### config.mk
export PLATFORM = sky130hd
export DESIGN_NAME = battery_overdischarge_monitor_flat
export DESIGN_NICKNAME = d
export VERILOG_FILES = /design/src/sv/bom_pkg.sv /design/src/sv/bom_if.sv /design/src/sv/bom_judge.sv /design/src/sv/battery_overdischarge_monitor.sv /design/src/flat_wrapper.sv
export SDC_FILE = /design/constraint.sdc
export NUM_CORES = 1
export LEC_CHECK = 0
export ABC_AREA = 1
export BUFFER_PORTS_ARGS = -buffer_cell sky130_fd_sc_hd__buf_2
export CORE_UTILIZATION = 35
export DETAILED_ROUTE_END_ITERATION = 8
export HOLD_SLACK_MARGIN = 0.06
export SETUP_SLACK_MARGIN = 0.4
export SYNTH_ARGS = -nofsm -noshare
export SYNTH_HDL_FRONTEND = slang
export SYNTH_SLANG_ARGS = --single-unit
### constraint.sdc
create_clock -name clk_i -period 2.8 [get_ports clk_i]
set_input_delay 0.56 -clock clk_i [delete_from_list [all_inputs] [get_ports clk_i]]
set_output_delay 0.56 -clock clk_i [all_outputs]
set_load 0.005 [all_outputs]
### src/sv/bom_pkg.sv
// Shared types and constants of the battery over-discharge monitor.
// No dependencies; every other file refers to it by scoped names.
`timescale 1ns / 1ps

package bom_pkg;

  localparam int VoltageBits = 13;
  localparam int DropBits    = 10;
  localparam int CountBits   = 4;
  localparam int CfgIdxBits  = 2;
  localparam int CfgDataBits = VoltageBits;

  localparam logic [VoltageBits-1:0] LowBatteryReset = VoltageBits'(3550);
  localparam logic [DropBits-1:0]    OveruseReset    = DropBits'(56);
  localparam logic [VoltageBits-1:0] WaitAboveReset  = VoltageBits'(4000);
  localparam logic [CountBits-1:0]   MaxInspReset    = CountBits'(10);

  typedef enum logic [1:0] {
    OpSample = 2'd0,
    OpEnter  = 2'd1,
    OpLeave  = 2'd2
  } op_e;

  typedef enum logic [1:0] {
    StRebase   = 2'd0,
    StOveruse  = 2'd1,
    StContinue = 2'd2,
    StStop     = 2'd3
  } status_e;

  typedef enum logic [CfgIdxBits-1:0] {
    RegLowBattery = 2'd0,
    RegOveruse    = 2'd1,
    RegWaitAbove  = 2'd2,
    RegMaxInsp    = 2'd3
  } cfg_reg_e;

  typedef struct packed {
    logic [VoltageBits-1:0] low_battery_mv;
    logic [DropBits-1:0]    overuse_drop_mv;
    logic [VoltageBits-1:0] wait_above_mv;
    logic [CountBits-1:0]   max_inspections;
  } cfg_t;

  typedef struct packed {
    logic                   monitor_active;
    logic [VoltageBits-1:0] baseline_mv;
    logic [CountBits-1:0]   judged_count;
    logic                   high_seen;
  } mon_state_t;

endpackage

### src/sv/bom_if.sv
// Valid/ready channel interfaces for monitor items and monitor results.
// Depends on bom_pkg for field widths.
`timescale 1ns / 1ps

interface bom_in_if;
  logic                            valid;
  logic                            ready;
  logic [1:0]                      op;
  logic [bom_pkg::VoltageBits-1:0] voltage_mv;
  logic                            on_battery;

  modport source (output valid, output op, output voltage_mv, output on_battery,
                  input ready);
  modport sink   (input valid, input op, input voltage_mv, input on_battery,
                  output ready);
endinterface

interface bom_out_if;
  logic                          valid;
  logic                          ready;
  logic [1:0]                    status;
  logic [bom_pkg::CountBits-1:0] sample_count;

  modport source (output valid, output status, output sample_count, input ready);
  modport sink   (input valid, input status, input sample_count, output ready);
endinterface

### src/sv/bom_judge.sv
// Next-state and status logic for one monitor word.
// Depends on bom_pkg for the state, configuration and code types.
`timescale 1ns / 1ps

module bom_judge (
  input  bom_pkg::cfg_t                   cfg_i,
  input  bom_pkg::mon_state_t             state_i,
  input  logic [1:0]                      op_i,
  input  logic [bom_pkg::VoltageBits-1:0] voltage_mv_i,
  input  logic                            on_battery_i,
  output bom_pkg::mon_state_t             state_o,
  output bom_pkg::status_e                status_o,
  output logic                            emit_o
);

  logic [bom_pkg::VoltageBits:0]   guard_sum;
  logic                            stop_guard;
  logic [bom_pkg::VoltageBits-1:0] drop;
  logic                            drop_hit;
  logic [bom_pkg::CountBits:0]     cnt_inc;
  logic                            limit_hit;
  logic                            under_limit;

  assign guard_sum   = {1'b0, cfg_i.low_battery_mv}
                     + (bom_pkg::VoltageBits+1)'(cfg_i.overuse_drop_mv);
  assign stop_guard  = guard_sum >= {1'b0, voltage_mv_i};
  assign drop        = state_i.baseline_mv - voltage_mv_i;
  assign drop_hit    = drop >= bom_pkg::VoltageBits'(cfg_i.overuse_drop_mv);
  assign cnt_inc     = {1'b0, state_i.judged_count} + (bom_pkg::CountBits+1)'(1);
  assign limit_hit   = cnt_inc >= {1'b0, cfg_i.max_inspections};
  assign under_limit = state_i.judged_count < cfg_i.max_inspections;

  always_comb begin
    state_o  = state_i;
    status_o = bom_pkg::StStop;
    emit_o   = 1'b0;
    unique case (op_i)
      bom_pkg::OpEnter: begin
        if (on_battery_i) begin
          state_o.monitor_active = 1'b1;
          state_o.baseline_mv    = '0;
          state_o.judged_count   = '0;
        end
      end
      bom_pkg::OpLeave: begin
        state_o.monitor_active = 1'b0;
        state_o.baseline_mv    = '0;
        state_o.judged_count   = '0;
      end
      bom_pkg::OpSample: begin
        emit_o = 1'b1;
        priority if (!state_i.monitor_active) begin
          status_o = bom_pkg::StStop;
        end else if (voltage_mv_i > state_i.baseline_mv) begin
          if (stop_guard) begin
            state_o.monitor_active = 1'b0;
            state_o.baseline_mv    = '0;
            state_o.judged_count   = '0;
            status_o               = bom_pkg::StStop;
          end else begin
            state_o.baseline_mv  = voltage_mv_i;
            state_o.judged_count = '0;
            status_o             = bom_pkg::StRebase;
          end
        end else if (voltage_mv_i <= cfg_i.wait_above_mv && state_i.high_seen) begin
          state_o.high_seen    = 1'b0;
          state_o.judged_count = '0;
          state_o.baseline_mv  = voltage_mv_i;
          status_o             = bom_pkg::StRebase;
        end else if (voltage_mv_i <= cfg_i.wait_above_mv && under_limit && drop_hit) begin
          state_o.monitor_active = 1'b0;
          state_o.baseline_mv    = '0;
          state_o.judged_count   = '0;
          status_o               = bom_pkg::StOveruse;
        end else if (limit_hit) begin
          if (voltage_mv_i > cfg_i.wait_above_mv) state_o.high_seen = 1'b1;
          state_o.monitor_active = 1'b0;
          state_o.baseline_mv    = '0;
          state_o.judged_count   = '0;
          status_o               = bom_pkg::StStop;
        end else begin
          if (voltage_mv_i > cfg_i.wait_above_mv) state_o.high_seen = 1'b1;
          state_o.judged_count = cnt_inc[bom_pkg::CountBits-1:0];
          status_o             = bom_pkg::StContinue;
        end
      end
      default: begin
      end
    endcase
  end

endmodule

### src/sv/battery_overdischarge_monitor.sv
// Battery over-discharge monitor top level: input register, judge logic, result register.
// Depends on bom_pkg, bom_if and bom_judge.
// Latency: a sample word passes the input register and then the result register before its result shows.
// Throughput: one word per cycle while results are taken; input ready follows result ready combinationally.
// Enter, leave and unused op words give no result but still pass through the judge stage.
// Reset: asynchronous, clears monitor state, pipeline valids and loads register defaults.
`timescale 1ns / 1ps

module battery_overdischarge_monitor (
  input  logic                              clk_i,
  input  logic                              rst_ni,
  bom_in_if.sink                            in_i,
  bom_out_if.source                         out_o,
  input  logic                              cfg_we_i,
  input  logic [bom_pkg::CfgIdxBits-1:0]    cfg_idx_i,
  input  logic [bom_pkg::CfgDataBits-1:0]   cfg_data_i
);

  bom_pkg::cfg_t       cfg_q;
  bom_pkg::mon_state_t state_q, state_d;

  logic                            s1_valid_q;
  logic [1:0]                      s1_op_q;
  logic [bom_pkg::VoltageBits-1:0] s1_voltage_q;
  logic                            s1_batt_q;

  logic                            out_valid_q;
  bom_pkg::status_e                out_status_q;
  logic [bom_pkg::CountBits-1:0]   out_count_q;

  bom_pkg::status_e status;
  logic             emit;
  logic             advance;
  logic             in_accept;

  assign advance   = s1_valid_q && (!out_valid_q || out_o.ready);
  assign in_i.ready = !s1_valid_q || advance;
  assign in_accept = in_i.valid && in_i.ready;

  bom_judge u_judge (
    .cfg_i        (cfg_q),
    .state_i      (state_q),
    .op_i         (s1_op_q),
    .voltage_mv_i (s1_voltage_q),
    .on_battery_i (s1_batt_q),
    .state_o      (state_d),
    .status_o     (status),
    .emit_o       (emit)
  );

  always_ff @(posedge clk_i or negedge rst_ni) begin
    if (!rst_ni) begin
      cfg_q.low_battery_mv  <= bom_pkg::LowBatteryReset;
      cfg_q.overuse_drop_mv <= bom_pkg::OveruseReset;
      cfg_q.wait_above_mv   <= bom_pkg::WaitAboveReset;
      cfg_q.max_inspections <= bom_pkg::MaxInspReset;
    end else if (cfg_we_i) begin
      unique case (bom_pkg::cfg_reg_e'(cfg_idx_i))
        bom_pkg::RegLowBattery:
          cfg_q.low_battery_mv  <= cfg_data_i[bom_pkg::VoltageBits-1:0];
        bom_pkg::RegOveruse:
          cfg_q.overuse_drop_mv <= cfg_data_i[bom_pkg::DropBits-1:0];
        bom_pkg::RegWaitAbove:
          cfg_q.wait_above_mv   <= cfg_data_i[bom_pkg::VoltageBits-1:0];
        bom_pkg::RegMaxInsp:
          cfg_q.max_inspections <= cfg_data_i[bom_pkg::CountBits-1:0];
        default: begin
        end
      endcase
    end
  end

  always_ff @(posedge clk_i or negedge rst_ni) begin
    if (!rst_ni) begin
      state_q     <= '0;
      s1_valid_q  <= 1'b0;
      out_valid_q <= 1'b0;
    end else begin
      if (in_accept) begin
        s1_valid_q <= 1'b1;
      end else if (advance) begin
        s1_valid_q <= 1'b0;
      end
      if (advance) begin
        state_q <= state_d;
      end
      if (advance && emit) begin
        out_valid_q <= 1'b1;
      end else if (out_o.ready) begin
        out_valid_q <= 1'b0;
      end
    end
  end

  always_ff @(posedge clk_i) begin
    if (in_accept) begin
      s1_op_q      <= in_i.op;
      s1_voltage_q <= in_i.voltage_mv;
      s1_batt_q    <= in_i.on_battery;
    end
    if (advance && emit) begin
      out_status_q <= status;
      out_count_q  <= state_q.judged_count;
    end
  end

  assign out_o.valid        = out_valid_q;
  assign out_o.status       = out_status_q;
  assign out_o.sample_count = out_count_q;

endmodule

### src/flat_wrapper.sv
// flat-port wrapper written by rule: the top's interface ports become plain ports
module battery_overdischarge_monitor_flat 
  (clk_i, rst_ni, cfg_we_i, cfg_idx_i, cfg_data_i, in_i_valid, in_i_op, in_i_voltage_mv, in_i_on_battery, in_i_ready, out_o_valid, out_o_status, out_o_sample_count, out_o_ready);
  bom_in_if in_i_i ();
  bom_out_if out_o_i ();
  input  logic clk_i;
  input  logic rst_ni;
  input  logic cfg_we_i;
  input  logic [bom_pkg::CfgIdxBits-1:0] cfg_idx_i;
  input  logic [bom_pkg::CfgDataBits-1:0] cfg_data_i;
  input wire logic [$bits(in_i_i.valid)-1:0] in_i_valid;
  input wire logic [$bits(in_i_i.op)-1:0] in_i_op;
  input wire logic [$bits(in_i_i.voltage_mv)-1:0] in_i_voltage_mv;
  input wire logic [$bits(in_i_i.on_battery)-1:0] in_i_on_battery;
  output wire logic [$bits(in_i_i.ready)-1:0] in_i_ready;
  output wire logic [$bits(out_o_i.valid)-1:0] out_o_valid;
  output wire logic [$bits(out_o_i.status)-1:0] out_o_status;
  output wire logic [$bits(out_o_i.sample_count)-1:0] out_o_sample_count;
  input wire logic [$bits(out_o_i.ready)-1:0] out_o_ready;
  assign in_i_i.valid = in_i_valid;
  assign in_i_i.op = in_i_op;
  assign in_i_i.voltage_mv = in_i_voltage_mv;
  assign in_i_i.on_battery = in_i_on_battery;
  assign in_i_ready = in_i_i.ready;
  assign out_o_valid = out_o_i.valid;
  assign out_o_status = out_o_i.status;
  assign out_o_sample_count = out_o_i.sample_count;
  assign out_o_i.ready = out_o_ready;
  battery_overdischarge_monitor u_core (.clk_i(clk_i), .rst_ni(rst_ni), .in_i(in_i_i), .out_o(out_o_i), .cfg_we_i(cfg_we_i), .cfg_idx_i(cfg_idx_i), .cfg_data_i(cfg_data_i));
endmodule
==> flow_metrics.tcl <==
set metrics [dict create \
    post_drt_wl_per_cell_um 13.36 \
    drt_iter0_markers 238 \
    max-slew-margin-rel 0.4836 \
    hpwlAfterDp_mm 11.95 \
    syn_nets 853 \
    final_net_count 987 \
    syn_area_um2 5866 \
    die-area_um2 17280 \
    hp-class "input port to asynchronous set/reset pin" \
    cts-htree-levels 3 \
    synth_ff_type "dfrtp_1" \
    finalSetupViolCount 21 \
    ff2ff_setup_slack_ns -0.29 \
    synth_top_area_cell "dfrtp_1" \
    synthAdderAreaFrac 0.1519 \
    cap_violations 0 \
    antenna_found_initial 0 \
    synth_top_family_by_area "simple AND/OR/NAND/NOR gates" \
    ys_ff_latch 83 \
    clkSinkCount 83 \
    core_um2 16120 \
    regArea_um2 2212 \
    place_area_um2 6952 \
    p_leak_nw 3.942 \
    yosys_warnings 0 \
    grt_usage 0.1784 \
    r2r_start "u_core.state_q[5]" \
    clk_latency_ns 0.34 \
    initial_core_util 0.3640 \
    grt_start_max_net_pins 34 \
    total_power_mw 4.658 \
    status "finished with violations" \
    rr_endpoint "u_core.state_q[1]" \
    fillers 1618 \
    cp-end-kind "flop" \
    io_pins 44 \
    required_ns 3.07 \
    multiInputGateArea_um2 3226 \
    avgViaCountPerCell 4.621 \
    setup_slack_ns -0.2925 \
    reg2reg_depth 22 \
    syn_area_per_cell_um2 7.852 \
    p_per_area_nw_per_um2 625.1 \
    port_buffers 43 \
    cp.buffers_inverters 3 \
    timing.final.crit_share 1.104 \
    synth.area.mux_share 0 \
    synth_common_cells "nand2_1, inv_1, ha_1, o21ai_0, nor2_1" \
    fin_crit_ns 3.092 \
    fin_skew_ns 0.01083 \
    finalHoldViolations 0 \
    seqPwrFrac 0.330 \
    die_y_um 131.5 \
    synth_edf_count 22 \
    ys_top_cells_by_area "dfrtp_1, ha_1, nand2_1" \
    antenna_left 0 \
    startpoint "u_core.state_q[5]" \
    crit_chain "inv_1 -> ha_2 -> inv_2 -> fa_2 -> nand3_2 -> nand3_4 -> a21oi_2 -> xnor2_1 -> ha_1 -> nand2_2 -> inv_1 -> a21oi_1 -> nand2_1 -> nor2_2 -> a21boi_2 -> nor2_2 -> nand2_2 -> nand2_4 -> nand2_4 -> nor3_4 -> nand2_1 -> a21oi_1" \
    drive_gt1_frac 0.2675 \
    crit_path_max_incr_delay_ns 0.39 \
    arrival_ns 3.36 \
    chipWidth_um 131.5 \
    clockBufferDepth 2 \
    worstMarginPinSlew_ns 0.7738 \
    pwr-share-clk 0.260 \
    yosys.area_share.simple 0.2609 \
    comb_power_share 0.410 \
    gp_congestion 0.8419 \
    cts-root-buf "clkbuf_16" \
    p_switching_mw 1.667 \
    grt_pass1_vias 4965 \
    slew_violations 0 \
    crit_end "u_core.state_q[1]" \
    syn_inst 747 \
    internal-power_mw 2.992 \
    synth.yosys.seq_area_share 0.3771 \
    post-route-drc-count 0 \
    async_flop_share 0.7349 \
    critPathKind "flop to flop" \
    clkTransAtPathRegs_ns 0.06 \
    max-vdd-ir-drop_mv 0.3990 \
    cp.depth 22 \
    area_growth_pct 27.05 \
    fmax_ghz 0.3234 \
    synth_compound_area_frac 0.08468 \
    netlist.area_leader.share 0.1749 \
    yosysMostFrequentCell "nand2_1" \
    tns_ns -4.775 \
    grt_first_pass_wirelength_mm 24.17 \
    row_count 46 \
    cts_tree "yes" \
    rsz0062_at_grt "yes" \
    numCtsBuffers 9 \
    startpoint_type "flop" \
    routed_wl_mm 14.72 \
    yosysUniqueCellTypes 40 \
    final_area_um2 7452 \
    violations "setup timing" \
    n_antenna_cell 0 \
    grt_overflow 0 \
    vias 5092 \
    crit_slowest_cell "dfrtp_1" \
    crit_family "simple AND/OR/NAND/NOR gates" \
    dr.pass1.iters 4 \
    place_ws_ns -0.3111 \
    synth-xor-area-share 0.02986 \
    p_sw_frac 0.3578 \
    path_max_fanout 4 \
]
through the flow:
step	utilization	hold slack, ns	std cells
after global routing	0.4624	0.3246	1102
final	0.4624	0.2618	1102
after detailed placement	0.4314	0.4746	1075
after global placement	0.4314	0.4701	1075
after CTS	0.4527	0.2902	1095
after floorplan	-	0.2644	747
power by group through the flow:
stage	Combinational, mW	Sequential (mW)	Clock [mW]
6_report	1.91	1.54	1.21
5_1_grt	2.17	1.55	1.27
4_1_cts	1.84	1.53	1.23
3_5_place_dp	1.80	1.55	0
3_3_place_gp	1.78	1.55	0
2_1_floorplan	1.17	1.53	0
flip-flops by register name, summed over array words and instances (netlist names):
| name | cells |
|---|---|
| u_core.state_q | 19 |
| u_core.s1_voltage_q | 13 |
| u_core.out_o.sample_count | 4 |
| u_core.out_o.valid | 1 |
| u_core.out_o.status | 2 |
| u_core.cfg_q | 40 |
| u_core.s1_batt_q | 1 |
| u_core.s1_op_q | 2 |
| u_core.s1_valid_q | 1 |
per-layer routing:
metal  share of wire  track usage  up-vias
li1                -            -     2656
met1            0.46       0.2298     2343
met2            0.49       0.3122       76
met3           0.027      0.01968       17
met4           0.017      0.05297        0
met5               0            0        -
layout by cell type (no fill, tap or decap), types with 2 or more instances in the layout:
cell type,count
nand3_4,2
nand4_1,11
nand3_1,27
nand2_1,206
o211ai_1,2
nand2_4,4
nand2_2,12
ha_1,65
inv_2,7
nor2_2,10
a21oi_2,8
o21ai_0,48
fa_2,2
nand3_2,14
inv_1,123
buf_4,86
xor2_1,13
xnor2_1,6
a21oi_1,27
buf_12,3
clkbuf_16,10
dfrtp_1,41
a21boi_0,2
nor3_1,6
ha_4,2
dfstp_2,20
edfxtp_1,22
buf_2,43
nor2_1,39
clkinvlp_4,4
nand3b_1,4
cell type report:
class / count / area share
Clock buffer: 9 / 0.03022
Clock inverter: 7 / 0.01024
Inverter: 131 / 0.06666
Multi-Input combinational cell: 523 / 0.4328
Sequential cell: 83 / 0.2968
Tap cell: 216 / 0.03627
Timing Repair Buffer: 133 / 0.1269
how the worst min path moves through the flow:
| stage | from | slack [ns] | cells past startpoint | endpoint |
|---|---|---|---|---|
| after floorplan | rst_ni | 0.26 | 0 | u_core.cfg_q[0] |
| after global placement | u_core.state_q[15] | 0.47 | 2 | u_core.state_q[15] |
| after detailed placement | u_core.state_q[15] | 0.47 | 2 | u_core.state_q[15] |
| after CTS | rst_ni | 0.29 | 1 | u_core.state_q[1] |
| after global routing | rst_ni | 0.32 | 1 | u_core.state_q[1] |
| final | rst_ni | 0.26 | 1 | u_core.state_q[1] |
what timing repair did:
action,CTS,global route
gates resized for setup,5,22
buffers inserted,4,6
pin swaps,15,18
gates cloned,0,1
hold buffers,0,0
setup endpoints to repair,21,21
worst reg2reg max path, delay by kind of cell, from the launching register on:
| family | cells | cell delay (ns) |
|---|---|---|
| flip-flops | 1 | 0.39 |
| XOR/XNOR | 1 | 0.09 |
| AND/OR/NAND/NOR | 11 | 1.10 |
| buffers and inverters | 3 | 0.15 |
| adder cells (fa/ha/maj) | 3 | 0.82 |
| AO/OA/AOI/OAI | 4 | 0.47 |
cells by family after synthesis:
group | after synthesis
fa+ha+maj | 70
simple gates | 340
xor+xnor | 20
flops | 83
buf+inv | 141
compound gates | 93
Note: power is estimated with default switching activity, not from simulation.
